### src/sgc_pkg.sv
`default_nettype none
// ----------------------------------------------------------------------------
// sgc_pkg
// shared types and constants of the slab geometry calculator
// ----------------------------------------------------------------------------
package sgc_pkg;

   // field widths
   localparam int SIZE_W      = 17;
   localparam int ALIGN_W     = 4;
   localparam int LIMIT_W     = 7;
   localparam int PAGES_OUT_W = 5;
   localparam int OBJS_W      = 14;
   localparam int WASTE_W     = 7;

   // request clamps
   localparam int SIZE_CAP  = 65536;
   localparam int ALIGN_CAP = 12;

   // waste percent arithmetic, in parts per million
   localparam int PPM      = 1000000;
   localparam int PPM_W    = 20;
   localparam int VAL_W    = 20;
   localparam int PCT_DIV  = 10000;
   localparam int PCT_HALF = 5000;

   // whole percent from parts per million: x / 10000 is (x >> 4) * 107375 >> 26 for x < 2^20
   localparam int                     PCT_PRE     = 4;
   localparam int                     PCT_RECIP_W = 17;
   localparam logic [PCT_RECIP_W-1:0] PCT_RECIP   = 17'd107375;
   localparam int                     PCT_SHIFT   = 26;
   localparam int                     PCT_PROD_W  = VAL_W - PCT_PRE + PCT_RECIP_W;

   localparam logic [LIMIT_W-1:0] LIMIT_RESET = 7'd10;

   typedef enum logic [3:0] {
      ST_IDLE,
      ST_GROW,
      ST_D1_GO,
      ST_D1_WAIT,
      ST_MUL,
      ST_D2_GO,
      ST_D2_WAIT,
      ST_ROUND,
      ST_CHECK,
      ST_DONE
   } state_type;

   // which division the shared divider runs
   typedef enum logic [1:0] {
      DSEL_SLAB_BY_OBJ,
      DSEL_SCALED_BY_SLAB
   } div_sel_type;

   typedef struct packed {
      logic        load;
      logic        grow;
      logic        div_go;
      logic        cap;
      logic        mul;
      logic        round;
      div_sel_type sel;
   } cmd_type;

   typedef struct packed {
      logic slab_lt_obj;
      logic div_done;
      logic grow_ok;
   } status_type;

endpackage
`default_nettype wire

### src/slab_geometry_calculator_top.sv
`default_nettype none
// ----------------------------------------------------------------------------
// slab_geometry_calculator_top
// slab sizing for one object size and alignment per request
// ----------------------------------------------------------------------------
// a word is accepted when start is high while busy is low; busy then stays
// high until the result has been shown. the result is on the rsp_ ports for
// exactly one cycle, marked by rsp_valid, and cannot be held off, so the
// receiver must take it in that cycle. between 1 and MAX_SLAB_PAGES page
// counts are tried, from the fewest pages that hold one object upward. per
// page count the shared 37-bit one-bit-per-cycle divider first runs slab /
// object; the remainder is then scaled to parts per million, and the divider
// runs scaled remainder / slab; last, the parts per million are split into
// whole percent by reciprocal multiply and the limit is checked. the waste
// limit register may be written any time the block is idle and takes effect
// on the next word; it resets to 10 percent.
// ----------------------------------------------------------------------------
module slab_geometry_calculator_top #(
   parameter int PAGE_BYTES     = 4096,
   parameter int MAX_SLAB_PAGES = 16,
   parameter int MIN_ALIGN_LOG2 = 3
) (
   input  wire logic                                clock,
   input  wire logic                                reset,
   // request word
   input  wire logic                                start,
   output logic                                     busy,
   input  wire logic [sgc_pkg::SIZE_W-1:0]          req_size_bytes,
   input  wire logic [sgc_pkg::ALIGN_W-1:0]         req_align_log2,
   // result word
   output logic                                     rsp_valid,
   output logic [sgc_pkg::SIZE_W-1:0]               rsp_object_bytes,
   output logic [sgc_pkg::PAGES_OUT_W-1:0]          rsp_slab_pages,
   output logic [sgc_pkg::OBJS_W-1:0]               rsp_objects_per_slab,
   output logic [sgc_pkg::WASTE_W-1:0]              rsp_waste_percent,
   // waste limit register
   input  wire logic                                csr_wr_en,
   input  wire logic [sgc_pkg::LIMIT_W-1:0]         csr_wr_data
);

   // page count can reach the first fit of the largest object or the cap
   localparam int FIRST_MAX = (sgc_pkg::SIZE_CAP + PAGE_BYTES - 1) / PAGE_BYTES;
   localparam int PG_MAX    = (FIRST_MAX > MAX_SLAB_PAGES) ? FIRST_MAX : MAX_SLAB_PAGES;
   localparam int PG_W      = $clog2(PG_MAX + 1);
   localparam int SLAB_W    = $clog2(PG_MAX * PAGE_BYTES + 1);
   // remainder times one million is the widest dividend
   localparam int PROD_W    = sgc_pkg::SIZE_W + sgc_pkg::PPM_W;
   localparam int DIV_W     = (SLAB_W > PROD_W) ? SLAB_W : PROD_W;

   sgc_pkg::cmd_type    cmd;
   sgc_pkg::status_type status;

   // sequencer: page search loop and division order
   sgc_ctrl u_ctrl (
      .clock     (clock),
      .reset     (reset),
      .start     (start),
      .busy      (busy),
      .rsp_valid (rsp_valid),
      .cmd       (cmd),
      .status    (status)
   );

   // datapath with the shared divider and result registers
   sgc_dp #(
      .PAGE_BYTES     (PAGE_BYTES),
      .MAX_SLAB_PAGES (MAX_SLAB_PAGES),
      .MIN_ALIGN_LOG2 (MIN_ALIGN_LOG2),
      .PG_W           (PG_W),
      .SLAB_W         (SLAB_W),
      .DIV_W          (DIV_W)
   ) u_dp (
      .clock                (clock),
      .reset                (reset),
      .cmd                  (cmd),
      .status               (status),
      .csr_wr_en            (csr_wr_en),
      .csr_wr_data          (csr_wr_data),
      .req_size_bytes       (req_size_bytes),
      .req_align_log2       (req_align_log2),
      .rsp_object_bytes     (rsp_object_bytes),
      .rsp_slab_pages       (rsp_slab_pages),
      .rsp_objects_per_slab (rsp_objects_per_slab),
      .rsp_waste_percent    (rsp_waste_percent)
   );

   // an accepted word keeps the block busy
   a_start_busy: assert property (@(posedge clock) disable iff (reset)
      (start && !busy) |=> busy)
      else $error("busy not raised after accepted word");

   // a result only follows a word in flight
   a_rsp_after_busy: assert property (@(posedge clock) disable iff (reset)
      rsp_valid |-> $past(busy))
      else $error("result without a word in flight");

   // one strobe per word, and the block is free right after it
   a_rsp_single: assert property (@(posedge clock) disable iff (reset)
      rsp_valid |=> (!rsp_valid && !busy))
      else $error("result strobe longer than one cycle");

   // rounded waste never exceeds the whole slab
   a_waste_range: assert property (@(posedge clock) disable iff (reset)
      rsp_valid |-> (rsp_waste_percent <= 7'd100))
      else $error("waste percent out of range");

endmodule
`default_nettype wire

### src/sgc_div.sv
`default_nettype none
// ----------------------------------------------------------------------------
// sgc_div
// restoring radix-2 divider, one quotient bit per cycle
// ----------------------------------------------------------------------------
module sgc_div #(
   parameter int W = 37
) (
   input  wire logic         clock,
   input  wire logic         reset,
   input  wire logic         go,
   input  wire logic [W-1:0] dividend,
   input  wire logic [W-1:0] divisor,
   output logic              done,
   output logic [W-1:0]      quot,
   output logic [W-1:0]      rem
);

   localparam int CNT_W = $clog2(W + 1);

   logic             run_ff, run_in;
   logic             done_ff, done_in;
   logic [CNT_W-1:0] cnt_ff, cnt_in;
   logic [W-1:0]     quot_ff, quot_in;
   logic [W-1:0]     rem_ff, rem_in;
   logic [W-1:0]     dvs_ff, dvs_in;
   logic [W:0]       trial;

   always_comb begin
      trial   = {rem_ff, quot_ff[W-1]} - {1'b0, dvs_ff};
      run_in  = run_ff;
      done_in = 1'b0;
      cnt_in  = cnt_ff;
      quot_in = quot_ff;
      rem_in  = rem_ff;
      dvs_in  = dvs_ff;
      if (go) begin
         run_in  = 1'b1;
         cnt_in  = CNT_W'(W);
         quot_in = dividend;
         rem_in  = '0;
         dvs_in  = divisor;
      end else if (run_ff) begin
         if (!trial[W]) begin
            rem_in  = trial[W-1:0];
            quot_in = {quot_ff[W-2:0], 1'b1};
         end else begin
            rem_in  = {rem_ff[W-2:0], quot_ff[W-1]};
            quot_in = {quot_ff[W-2:0], 1'b0};
         end
         cnt_in = cnt_ff - CNT_W'(1);
         if (cnt_ff == CNT_W'(1)) begin
            run_in  = 1'b0;
            done_in = 1'b1;
         end
      end
   end

   always_ff @(posedge clock) begin
      if (reset) begin
         run_ff  <= 1'b0;
         done_ff <= 1'b0;
         cnt_ff  <= '0;
      end else begin
         run_ff  <= run_in;
         done_ff <= done_in;
         cnt_ff  <= cnt_in;
      end
      quot_ff <= quot_in;
      rem_ff  <= rem_in;
      dvs_ff  <= dvs_in;
   end

   assign done = done_ff;
   assign quot = quot_ff;
   assign rem  = rem_ff;

endmodule
`default_nettype wire

### src/sgc_dp.sv
`default_nettype none
// ----------------------------------------------------------------------------
// sgc_dp
// datapath: request clamp, slab size, waste arithmetic and result registers
// ----------------------------------------------------------------------------
module sgc_dp #(
   parameter int PAGE_BYTES     = 4096,
   parameter int MAX_SLAB_PAGES = 16,
   parameter int MIN_ALIGN_LOG2 = 3,
   parameter int PG_W           = 5,
   parameter int SLAB_W         = 17,
   parameter int DIV_W          = 37
) (
   input  wire logic                                clock,
   input  wire logic                                reset,
   input  wire sgc_pkg::cmd_type                    cmd,
   output sgc_pkg::status_type                      status,
   input  wire logic                                csr_wr_en,
   input  wire logic [sgc_pkg::LIMIT_W-1:0]         csr_wr_data,
   input  wire logic [sgc_pkg::SIZE_W-1:0]          req_size_bytes,
   input  wire logic [sgc_pkg::ALIGN_W-1:0]         req_align_log2,
   output logic [sgc_pkg::SIZE_W-1:0]               rsp_object_bytes,
   output logic [sgc_pkg::PAGES_OUT_W-1:0]          rsp_slab_pages,
   output logic [sgc_pkg::OBJS_W-1:0]               rsp_objects_per_slab,
   output logic [sgc_pkg::WASTE_W-1:0]              rsp_waste_percent
);

   logic [sgc_pkg::LIMIT_W-1:0] limit_ff, limit_in;
   logic [sgc_pkg::SIZE_W-1:0]  obj_ff, obj_in;
   logic [SLAB_W-1:0]           slab_ff, slab_in;
   logic [PG_W-1:0]             pages_ff, pages_in;
   logic [SLAB_W-1:0]           q1_ff, q1_in;
   logic [sgc_pkg::SIZE_W-1:0]  rem1_ff, rem1_in;
   logic [DIV_W-1:0]            prod_ff, prod_in;
   logic [sgc_pkg::VAL_W-1:0]   val_ff, val_in;
   logic [sgc_pkg::WASTE_W-1:0] waste_ff, waste_in;

   logic [sgc_pkg::SIZE_W-1:0]     size_c;
   logic [sgc_pkg::ALIGN_W-1:0]    lg_c;
   logic [sgc_pkg::SIZE_W-1:0]     mask_c;
   logic [DIV_W-1:0]               div_a, div_b, div_q, div_r;
   logic                           div_done;
   logic [sgc_pkg::PCT_PROD_W-1:0] pct_prod;

   // request clamp and alignment round-up
   always_comb begin
      size_c = req_size_bytes;
      if (size_c == '0)
         size_c = sgc_pkg::SIZE_W'(1);
      if (size_c > sgc_pkg::SIZE_W'(sgc_pkg::SIZE_CAP))
         size_c = sgc_pkg::SIZE_W'(sgc_pkg::SIZE_CAP);
      lg_c = req_align_log2;
      if (lg_c > sgc_pkg::ALIGN_W'(sgc_pkg::ALIGN_CAP))
         lg_c = sgc_pkg::ALIGN_W'(sgc_pkg::ALIGN_CAP);
      if (lg_c < sgc_pkg::ALIGN_W'(MIN_ALIGN_LOG2))
         lg_c = sgc_pkg::ALIGN_W'(MIN_ALIGN_LOG2);
      mask_c = ~((sgc_pkg::SIZE_W'(1) << lg_c) - sgc_pkg::SIZE_W'(1));
   end

   // divider operand select
   always_comb begin
      case (cmd.sel)
         sgc_pkg::DSEL_SLAB_BY_OBJ: begin
            div_a = DIV_W'(slab_ff);
            div_b = DIV_W'(obj_ff);
         end
         sgc_pkg::DSEL_SCALED_BY_SLAB: begin
            div_a = prod_ff;
            div_b = DIV_W'(slab_ff);
         end
         default: begin
            div_a = DIV_W'(slab_ff);
            div_b = DIV_W'(obj_ff);
         end
      endcase
   end

   sgc_div #(
      .W (DIV_W)
   ) u_div (
      .clock    (clock),
      .reset    (reset),
      .go       (cmd.div_go),
      .dividend (div_a),
      .divisor  (div_b),
      .done     (div_done),
      .quot     (div_q),
      .rem      (div_r)
   );

   // whole percent of the biased parts per million by reciprocal multiplication
   always_comb begin
      pct_prod = sgc_pkg::PCT_PROD_W'(val_ff[sgc_pkg::VAL_W-1:sgc_pkg::PCT_PRE])
               * sgc_pkg::PCT_PROD_W'(sgc_pkg::PCT_RECIP);
   end

   always_comb begin
      limit_in = limit_ff;
      obj_in   = obj_ff;
      slab_in  = slab_ff;
      pages_in = pages_ff;
      q1_in    = q1_ff;
      rem1_in  = rem1_ff;
      prod_in  = prod_ff;
      val_in   = val_ff;
      waste_in = waste_ff;
      if (csr_wr_en)
         limit_in = csr_wr_data;
      if (cmd.load) begin
         obj_in   = (size_c + ~mask_c) & mask_c;
         slab_in  = SLAB_W'(PAGE_BYTES);
         pages_in = PG_W'(1);
      end
      if (cmd.grow) begin
         slab_in  = slab_ff + SLAB_W'(PAGE_BYTES);
         pages_in = pages_ff + PG_W'(1);
      end
      if (cmd.mul)
         prod_in = DIV_W'(rem1_ff) * DIV_W'(sgc_pkg::PPM);
      if (cmd.cap && div_done) begin
         case (cmd.sel)
            sgc_pkg::DSEL_SLAB_BY_OBJ: begin
               q1_in   = div_q[SLAB_W-1:0];
               rem1_in = div_r[sgc_pkg::SIZE_W-1:0];
            end
            sgc_pkg::DSEL_SCALED_BY_SLAB: begin
               // biased by half a percent so the split rounds half up
               val_in = div_q[sgc_pkg::VAL_W-1:0]
                      + sgc_pkg::VAL_W'(sgc_pkg::PCT_HALF);
            end
            default: begin
               waste_in = waste_ff;
            end
         endcase
      end
      if (cmd.round)
         waste_in = pct_prod[sgc_pkg::PCT_SHIFT +: sgc_pkg::WASTE_W];
   end

   always_ff @(posedge clock) begin
      if (reset) begin
         limit_ff <= sgc_pkg::LIMIT_RESET;
      end else begin
         limit_ff <= limit_in;
      end
      obj_ff   <= obj_in;
      slab_ff  <= slab_in;
      pages_ff <= pages_in;
      q1_ff    <= q1_in;
      rem1_ff  <= rem1_in;
      prod_ff  <= prod_in;
      val_ff   <= val_in;
      waste_ff <= waste_in;
   end

   always_comb begin
      status.slab_lt_obj = DIV_W'(slab_ff) < DIV_W'(obj_ff);
      status.div_done    = div_done;
      status.grow_ok     = (waste_ff > limit_ff) && (pages_ff < PG_W'(MAX_SLAB_PAGES));
   end

   assign rsp_object_bytes     = obj_ff;
   assign rsp_slab_pages       = sgc_pkg::PAGES_OUT_W'(pages_ff);
   assign rsp_objects_per_slab = sgc_pkg::OBJS_W'(q1_ff);
   assign rsp_waste_percent    = waste_ff;

endmodule
`default_nettype wire

### src/sgc_ctrl.sv
`default_nettype none
// ----------------------------------------------------------------------------
// sgc_ctrl
// sequencer for page search and the two divisions of each page count
// ----------------------------------------------------------------------------
module sgc_ctrl (
   input  wire logic                 clock,
   input  wire logic                 reset,
   input  wire logic                 start,
   output logic                      busy,
   output logic                      rsp_valid,
   output sgc_pkg::cmd_type          cmd,
   input  wire sgc_pkg::status_type  status
);

   sgc_pkg::state_type state_ff, state_in;

   always_ff @(posedge clock) begin
      if (reset) begin
         state_ff <= sgc_pkg::ST_IDLE;
      end else begin
         state_ff <= state_in;
      end
   end

   always_comb begin
      state_in   = state_ff;
      cmd.load   = 1'b0;
      cmd.grow   = 1'b0;
      cmd.div_go = 1'b0;
      cmd.cap    = 1'b0;
      cmd.mul    = 1'b0;
      cmd.round  = 1'b0;
      cmd.sel    = sgc_pkg::DSEL_SLAB_BY_OBJ;
      busy       = (state_ff != sgc_pkg::ST_IDLE);
      rsp_valid  = (state_ff == sgc_pkg::ST_DONE);
      case (state_ff)
         sgc_pkg::ST_IDLE: begin
            if (start) begin
               cmd.load = 1'b1;
               state_in = sgc_pkg::ST_GROW;
            end
         end
         sgc_pkg::ST_GROW: begin
            // fewest pages that hold one object
            if (status.slab_lt_obj)
               cmd.grow = 1'b1;
            else
               state_in = sgc_pkg::ST_D1_GO;
         end
         sgc_pkg::ST_D1_GO: begin
            cmd.div_go = 1'b1;
            state_in   = sgc_pkg::ST_D1_WAIT;
         end
         sgc_pkg::ST_D1_WAIT: begin
            cmd.cap = 1'b1;
            if (status.div_done)
               state_in = sgc_pkg::ST_MUL;
         end
         sgc_pkg::ST_MUL: begin
            cmd.mul  = 1'b1;
            state_in = sgc_pkg::ST_D2_GO;
         end
         sgc_pkg::ST_D2_GO: begin
            cmd.sel    = sgc_pkg::DSEL_SCALED_BY_SLAB;
            cmd.div_go = 1'b1;
            state_in   = sgc_pkg::ST_D2_WAIT;
         end
         sgc_pkg::ST_D2_WAIT: begin
            cmd.sel = sgc_pkg::DSEL_SCALED_BY_SLAB;
            cmd.cap = 1'b1;
            if (status.div_done)
               state_in = sgc_pkg::ST_ROUND;
         end
         sgc_pkg::ST_ROUND: begin
            cmd.round = 1'b1;
            state_in  = sgc_pkg::ST_CHECK;
         end
         sgc_pkg::ST_CHECK: begin
            if (status.grow_ok) begin
               cmd.grow = 1'b1;
               state_in = sgc_pkg::ST_D1_GO;
            end else begin
               state_in = sgc_pkg::ST_DONE;
            end
         end
         sgc_pkg::ST_DONE: begin
            state_in = sgc_pkg::ST_IDLE;
         end
         default: begin
            state_in = sgc_pkg::ST_IDLE;
         end
      endcase
   end

endmodule
`default_nettype wire
### config.mk
export PLATFORM = sky130hd
export DESIGN_NAME = slab_geometry_calculator_top
export DESIGN_NICKNAME = d
export VERILOG_FILES = /design/src/sgc_pkg.sv /design/src/slab_geometry_calculator_top.sv /design/src/sgc_div.sv /design/src/sgc_dp.sv /design/src/sgc_ctrl.sv
export SDC_FILE = /design/constraint.sdc
export NUM_CORES = 1
export LEC_CHECK = 0
export ABC_AREA = 1
export BUFFER_PORTS_ARGS = -buffer_cell sky130_fd_sc_hd__buf_2
export CORE_MARGIN = 5
export CORE_UTILIZATION = 65
export DETAILED_ROUTE_END_ITERATION = 8
export HOLD_SLACK_MARGIN = 0.12
export PLACE_DENSITY = 0.83
export SLEW_MARGIN = 20
export SYNTH_ARGS = -nofsm -noshare
export SYNTH_HDL_FRONTEND = slang
export SYNTH_SLANG_ARGS = --single-unit
### constraint.sdc
create_clock -name clock -period 9.35 [get_ports clock]
set_clock_uncertainty 0.05 [all_clocks]
set_input_delay 1.4025 -clock clock [delete_from_list [all_inputs] [get_ports clock]]
set_output_delay 1.4025 -clock clock [all_outputs]
set_load 0.01 [all_outputs]
## Word-level counts from Yosys, hierarchy flattened

Index checks and enable logic that the tools add are counted.

| storage, ports and cells | value |
|---|---|
| word-level logic and storage cells | 104 |
| bits of input ports | 32 |
| register bits after elaboration | 258 |

| operators by class | value |
|---|---|
| shift operators | 1 |
| order comparisons | 6 |
| add/subtract/negate cells | 7 |
| eq/ne operators | 15 |
| mux-type cells | 36 |
| bitwise logic cells | 4 |
| $mul | 2 |
| reductions and logical operators | 16 |

Operator list:

| cell | count |
|---|---|
| two-way mux 37 bit | 4 |
| two-way mux 17 bit | 5 |
| subtractor 38 x 37 -> 38 bit | 1 |
| one-hot mux 4 bit (9 select lines) | 1 |
| inverter 17 bit | 2 |
| multiplier 16 x 17 -> 33 bit (second input constant) | 1 |
| multiplier 17 x 14 -> 31 bit (second input constant) | 1 |
| two-way mux 4 bit | 7 |
| adder 20 x 13 -> 20 bit (second input constant) | 1 |
| adder 17 x 13 -> 17 bit (second input constant) | 1 |
| adder 17 bit | 1 |
| bitwise AND 17 bit | 1 |
| > comparator 17 bit (second input constant) | 1 |
| logical NOT 17 bit | 1 |
| < comparator 17 bit | 1 |
| left shift 1 x 4 -> 17 bit (first input constant) | 1 |
| subtractor 17 x 2 -> 17 bit (second input constant) | 1 |
| == test 4 x 3 -> 1 bit (second input constant) | 4 |
| two-way mux 1 bit | 14 |
| two-way mux 6 bit | 2 |
| two-way mux 5 bit | 2 |
| == test 4 x 2 -> 1 bit (second input constant) | 2 |
| == test 4 bit (second input constant) | 2 |
| OR reduction 2 bit | 4 |
| other kinds (21) | 26 |

## Depth between registers and ports, before layout

| depth | value |
|---|---|
| depth in word-level cells | 10 |
| mapped depth | 24 |

## Modules after synthesis

Synthesis repeated with hierarchy kept, for this count alone.

| unflattened totals | value |
|---|---|
| cell total of the unflattened synthesis | 2793 |
| area total of the unflattened synthesis | 23167.2 um^2 |

By module, submodules not included:

| module | sequential area each (um^2) | area an instance (um^2) | times used | cells each |
|---|---|---|---|---|
| sgc_dp | 3503.4 | 15051.9 | 1 | 1594 |
| sgc_div | 3123.0 | 7787.5 | 1 | 1141 |
| sgc_ctrl | 80.1 | 327.8 | 1 | 58 |

## Worst setup path before layout

OpenSTA, ideal clock, no wires.

| timing | value |
|---|---|
| path type | register -> register |
| from | reg u_dp.rem1_ff[3] (netlist name) |
| to | reg u_dp.prod_ff[31], data pin |
| cell stages (with the launch flop) | 18 |
| library setup time | 0.258 ns |
| arrival time | 4.696 ns |
| setup slack | 4.346 ns |
| cells stage by stage | edfxtp_1 fa_1 fa_1 inv_1 fa_1 inv_1 fa_1 ha_1 inv_1 fa_1 inv_1 ha_1 nand2_1 nor4_1 nand3_1 nand3_1 a21oi_1 xnor2_1 |

| on the way | value |
|---|---|
| cells in the longest elaborated chain, start to end | 1 |

Ends and longest elaborated chain:

| element | line | text |
|---|---|---|
| from (decl) | sgc_dp.sv:33 | `logic [sgc_pkg::SIZE_W-1:0] rem1_ff, rem1_in;` |
| from (signal assigned) | sgc_dp.sv:150 | `rem1_ff <= rem1_in;` |
| multiplier 17 x 14 -> 31 bit | sgc_dp.sv:119 | `prod_in = DIV_W'(rem1_ff) * DIV_W'(sgc_pkg::PPM);` |
| to (signal assigned) | sgc_dp.sv:151 | `prod_ff <= prod_in;` |
| to (decl) | sgc_dp.sv:34 | `logic [DIV_W-1:0] prod_ff, prod_in;` |

No other way between the ends.
A chain may end at the register's enable or synchronous reset.

## Worst setup path after layout

Ends and elaborated chain as after synthesis.

==> PnR_summary.wiki <==
{| class="wikitable"
! Metric !! Value
|-
| Run status || complete, no violations
|-
| Total Wirelength || 54200 µm
|-
| Number of hold buffers added after cts || 0
|-
| Die Wd || 193 µm
|-
| Share of post-route cells with drive strength above 1 || 6.24%
|-
| Data arrival time of the critical path || 5680 ps
|-
| Relative contribution of combinational cells to total power || 40.0%
|-
| Total placed instance area || 22600 µm²
|-
| Initial cell density of the core || 65.4%
|-
| Setup Total Neg Slack || 0 ps
|-
| Total overflow reported by the global router || 0
|-
| Total via count after detailed routing || 17600
|-
| Drt first-iter violations || 1340
|-
| Synthesized area per cell || 8.31 µm²
|-
| Number of antenna repair diodes || 0
|-
| FF+latch count, synth || 222
|-
| Buffers inserted by post-CTS timing repair || 0
|-
| Maximum level of the CTS H-tree || 1
|-
| Time the worst path needs with I/O delays and setup || 5450 ps
|-
| CTS tree || built
|-
| Count of input and output buffers || 76
|-
| Number of hold-slack violations in the final timing report || 0
|-
| Die ar. || 37200 µm²
|-
| Post-synthesis instance area || 21800 µm²
|-
| # rows || 67
|-
| Pin count of the biggest net entering global routing || 58
|-
| GRT Overall Usage || 29.6%
|-
| Count of flip-flops with a built-in enable after synthesis || 166
|-
| Final nets || 3195
|-
| Number of antenna violations at the first check in global routing || 0
|-
| Max layer used || met4
|-
| Core Box Area || 33300 µm²
|-
| Placer congestion estimate || 1.02
|-
| Cts repair resizes || 0
|-
| Share of the yosys chip area belonging to registers || 28.1%
|-
| Cell type contributing the most total cell area after synthesis || sky130_fd_sc_hd__edfxtp_1
|-
| Largest cells by area after synthesis || sky130_fd_sc_hd__edfxtp_1 23%, sky130_fd_sc_hd__ha_1 17%, sky130_fd_sc_hd__fa_1 15%
|-
| Clock insertion delay at the later pin of the skew report || 550 ps
|-
| Post-Syn Instances || 2620
|-
| Area occupied by registers || 6110 µm²
|-
| Length of routed met2 wiring || 27000 µm
|-
| Wire length of the first global-routing pass || 88300 µm
|-
| Clock Power Share || 22.9%
|-
| Setup violation total in the final timing report || 0
|-
| Clock buffer count from CTS || 26
|-
| Category of the critical setup timing path || reg2reg
|-
| Async set-reset flop share out of synthesis || 0%
|-
| P_leak || 12.0 nW
|-
| Boundary pin count || 77
|-
| TritonRoute pass-1 iters || 7
|-
| Fmax || 183 MHz
|-
| Ratio of total power to cell area || 197 nW/µm²
|-
| Chip Height || 193 µm
|-
| Worst voltage drop across the vdd grid || 0.187 mV
|-
| Worst-case clock buffer depth || 3
|-
| Final cycle utilization of the critical path || 58.3%
|-
| P_sw || 1.94 mW
|-
| Cell Int Power || 2.70 mW
|-
| Register clock-pin slew on the reported worst setup and hold paths || 60 ps
|-
| Area fraction of the dominant cell type after synthesis || 22.9%
|-
| Flop pwr share || 37.1%
|-
| Critical Path Fanout Max || 7
|-
| Leading cell type by number of instances after synthesis || sky130_fd_sc_hd__nand2_1
|-
| Buffer type at the clock tree root || sky130_fd_sc_hd__clkbuf_16
|-
| Max_cap viols || 0
|-
| Kind of end point of the critical path || register
|-
| Worst slew margin || 24.1%
|-
| Amount of wire on met3 after detailed routing || 3200 µm
|-
| Unrepaired setup endpoints after global routing || false
|-
| Net switching share of the total power || 41.8%
|-
| Non-Filler Cell Area, Final || 23500 µm²
|-
| WL/cell || 17.1 µm
|-
| Fillers || 2680
|-
| Drc violations || 0
|-
| M1 WL || 22200 µm
|-
| Worst-margin pin slew || 1140 ps
|-
| Post-synthesis to final-layout area growth || 8.19%
|-
| CTS sink count || 222
|-
| Estimated wirelength of the detail-placed design || 44400 µm
|-
| Antenna viol nets, final || 0
|-
| Number of distinct library cell variants in the gate-level netlist after synthesis || 47
|-
| Number of global-route vias before repair || 17700
|-
| Ys flop type || sky130_fd_sc_hd__edfxtp_1
|-
| Kind of launch point of the worst setup path || register
|-
| Critical path required time || 9570 ps
|-
| Number of warnings issued by yosys || 0
|-
| Cell types with the highest counts after synthesis || 576 x sky130_fd_sc_hd__nand2_1, 518 x sky130_fd_sc_hd__inv_1, 293 x sky130_fd_sc_hd__ha_1
|-
| Worst Hold Class || reg2reg
|-
| Via density per instance || 5.54
|-
| Total area of multi-input combinational cells || 13500 µm²
|-
| Max Transition Viols Final || 0
|}
cell type report:
class | instances | share of cell area, %
inverters | 532 | 8.48
repair buffers | 85 | 1.90
multi-input cells | 1837 | 57.4
clock buffers | 29 | 3.03
well taps | 448 | 2.38
clock inverters | 19 | 0.839
flip-flops and latches | 222 | 25.9
through the flow:
step                      utilization, %  cells  hold slack (ps)  power [mW]  worst slack [ps]
after floorplan                        -   2623              376        3.01              4350
after global placement              68.0   3124              379        3.48              4090
after detailed placement            68.0   3124              388        3.55              3930
after CTS                           70.8   3172              402        4.62              3900
after global routing                70.8   3172              417        4.96              3540
final                               70.8   3172              400        4.63              3900
critical path, stage by stage, from the launching register on:
cell and delay (ps):
sky130_fd_sc_hd__edfxtp_1 550, sky130_fd_sc_hd__fa_1 570, sky130_fd_sc_hd__fa_1 550, sky130_fd_sc_hd__inv_1 60
sky130_fd_sc_hd__fa_1 540, sky130_fd_sc_hd__inv_1 50, sky130_fd_sc_hd__fa_1 450, sky130_fd_sc_hd__ha_1 300
sky130_fd_sc_hd__inv_1 50, sky130_fd_sc_hd__fa_1 500, sky130_fd_sc_hd__inv_1 40, sky130_fd_sc_hd__ha_1 370
sky130_fd_sc_hd__nand2_1 110, sky130_fd_sc_hd__nor4_1 490, sky130_fd_sc_hd__nand3_1 120, sky130_fd_sc_hd__nand3_1 150
sky130_fd_sc_hd__a21oi_1 100, sky130_fd_sc_hd__xnor2_1 130
layer usage:
metal  track usage [%]  up-vias
met5                 0        -
met4              9.10        0
met3              3.13      111
met2              52.8      585
met1              38.4     8314
li1                  -     8552
logic make-up (layout without fill, tap and decap cells):
| logic type | count (synthesis) | count (layout) | synth area share (%) |
|---|---|---|---|
| AO/OA/AOI/OAI | 280 | 280 | 7.08 |
| XOR/XNOR | 81 | 81 | 3.26 |
| adder cells (fa/ha/maj) | 459 | 459 | 32.1 |
| buffers and inverters | 564 | 665 | 9.92 |
| flip-flops | 222 | 222 | 28.1 |
| other | 2 | 5 | 0.0345 |
| AND/OR/NAND/NOR | 1012 | 1012 | 19.5 |
placed cells by master (no fill, tap or decap), types with 3 or more instances in the layout:
| cell type | netlist | layout |
|---|---|---|
| sky130_fd_sc_hd__nand2_1 | 576 | 576 |
| sky130_fd_sc_hd__inv_1 | 518 | 518 |
| sky130_fd_sc_hd__ha_1 | 293 | 293 |
| sky130_fd_sc_hd__nor2_1 | 201 | 198 |
| sky130_fd_sc_hd__fa_1 | 166 | 166 |
| sky130_fd_sc_hd__edfxtp_1 | 166 | 166 |
| sky130_fd_sc_hd__a21oi_1 | 134 | 134 |
| sky130_fd_sc_hd__nand3_1 | 132 | 132 |
| sky130_fd_sc_hd__o21ai_0 | 86 | 86 |
| sky130_fd_sc_hd__buf_2 | 4 | 76 |
| sky130_fd_sc_hd__dfxtp_1 | 56 | 56 |
| sky130_fd_sc_hd__xor2_1 | 46 | 46 |
| sky130_fd_sc_hd__xnor2_1 | 35 | 35 |
| sky130_fd_sc_hd__clkbuf_16 | 0 | 28 |
| sky130_fd_sc_hd__nor3_1 | 27 | 27 |
| sky130_fd_sc_hd__nand4_1 | 26 | 26 |
| sky130_fd_sc_hd__o21bai_1 | 16 | 16 |
| sky130_fd_sc_hd__nor4_1 | 13 | 13 |
| sky130_fd_sc_hd__inv_2 | 11 | 11 |
| sky130_fd_sc_hd__a31oi_1 | 10 | 10 |
| sky130_fd_sc_hd__a21o_1 | 10 | 10 |
| sky130_fd_sc_hd__buf_4 | 2 | 9 |
| sky130_fd_sc_hd__nor2_2 | 6 | 8 |
| sky130_fd_sc_hd__nand2_2 | 6 | 6 |
| sky130_fd_sc_hd__clkinv_1 | 3 | 5 |
| sky130_fd_sc_hd__conb_1 | 2 | 5 |
| sky130_fd_sc_hd__clkinv_2 | 0 | 5 |
| sky130_fd_sc_hd__nor2_4 | 3 | 4 |
| sky130_fd_sc_hd__nand3b_1 | 4 | 4 |
| sky130_fd_sc_hd__o211ai_1 | 4 | 4 |
| sky130_fd_sc_hd__and3_1 | 4 | 4 |
| sky130_fd_sc_hd__a22oi_1 | 4 | 4 |
| sky130_fd_sc_hd__o31ai_1 | 3 | 3 |
| sky130_fd_sc_hd__a21boi_0 | 3 | 3 |
| sky130_fd_sc_hd__o2111ai_1 | 3 | 3 |
| sky130_fd_sc_hd__or2_2 | 3 | 3 |
| sky130_fd_sc_hd__clkinv_8 | 0 | 3 |
power groups by stage:
stage	clock network [mW]	logic, mW	registers [mW]
2_1_floorplan	0	1.36	1.64
3_3_place_gp	0	1.77	1.71
6_report	1.06	1.85	1.72
3_5_place_dp	0	1.82	1.72
4_1_cts	1.07	1.84	1.71
5_1_grt	1.12	2.09	1.75
state kept, by name, indices dropped and copies added (netlist names), 5 cells and up:
signal,count
u_dp.limit_ff,7
u_dp.prod_ff,31
u_dp.q1_ff,14
u_dp.rem1_ff,17
u_dp.rsp_object_bytes,17
u_dp.rsp_slab_pages,5
u_dp.rsp_waste_percent,7
u_dp.slab_ff,5
u_dp.u_div.cnt_ff,6
u_dp.u_div.dvs_ff,17
u_dp.u_div.quot,37
u_dp.u_div.rem,37
u_dp.val_ff,16
path summary, 6_finish.rpt:
path | slack, ps | endpoint | cells past startpoint | from
max | 3900 | u_dp.prod_ff[31] | 17 | u_dp.rem1_ff[3]
min | 400 | u_dp.q1_ff[2] | 0 | u_dp.u_div.quot[2]
max reg2reg | 3900 | u_dp.prod_ff[31] | 17 | u_dp.rem1_ff[3]
min reg2reg | 400 | u_dp.q1_ff[2] | 0 | u_dp.u_div.quot[2]
(Power assumes the default switching activity.)
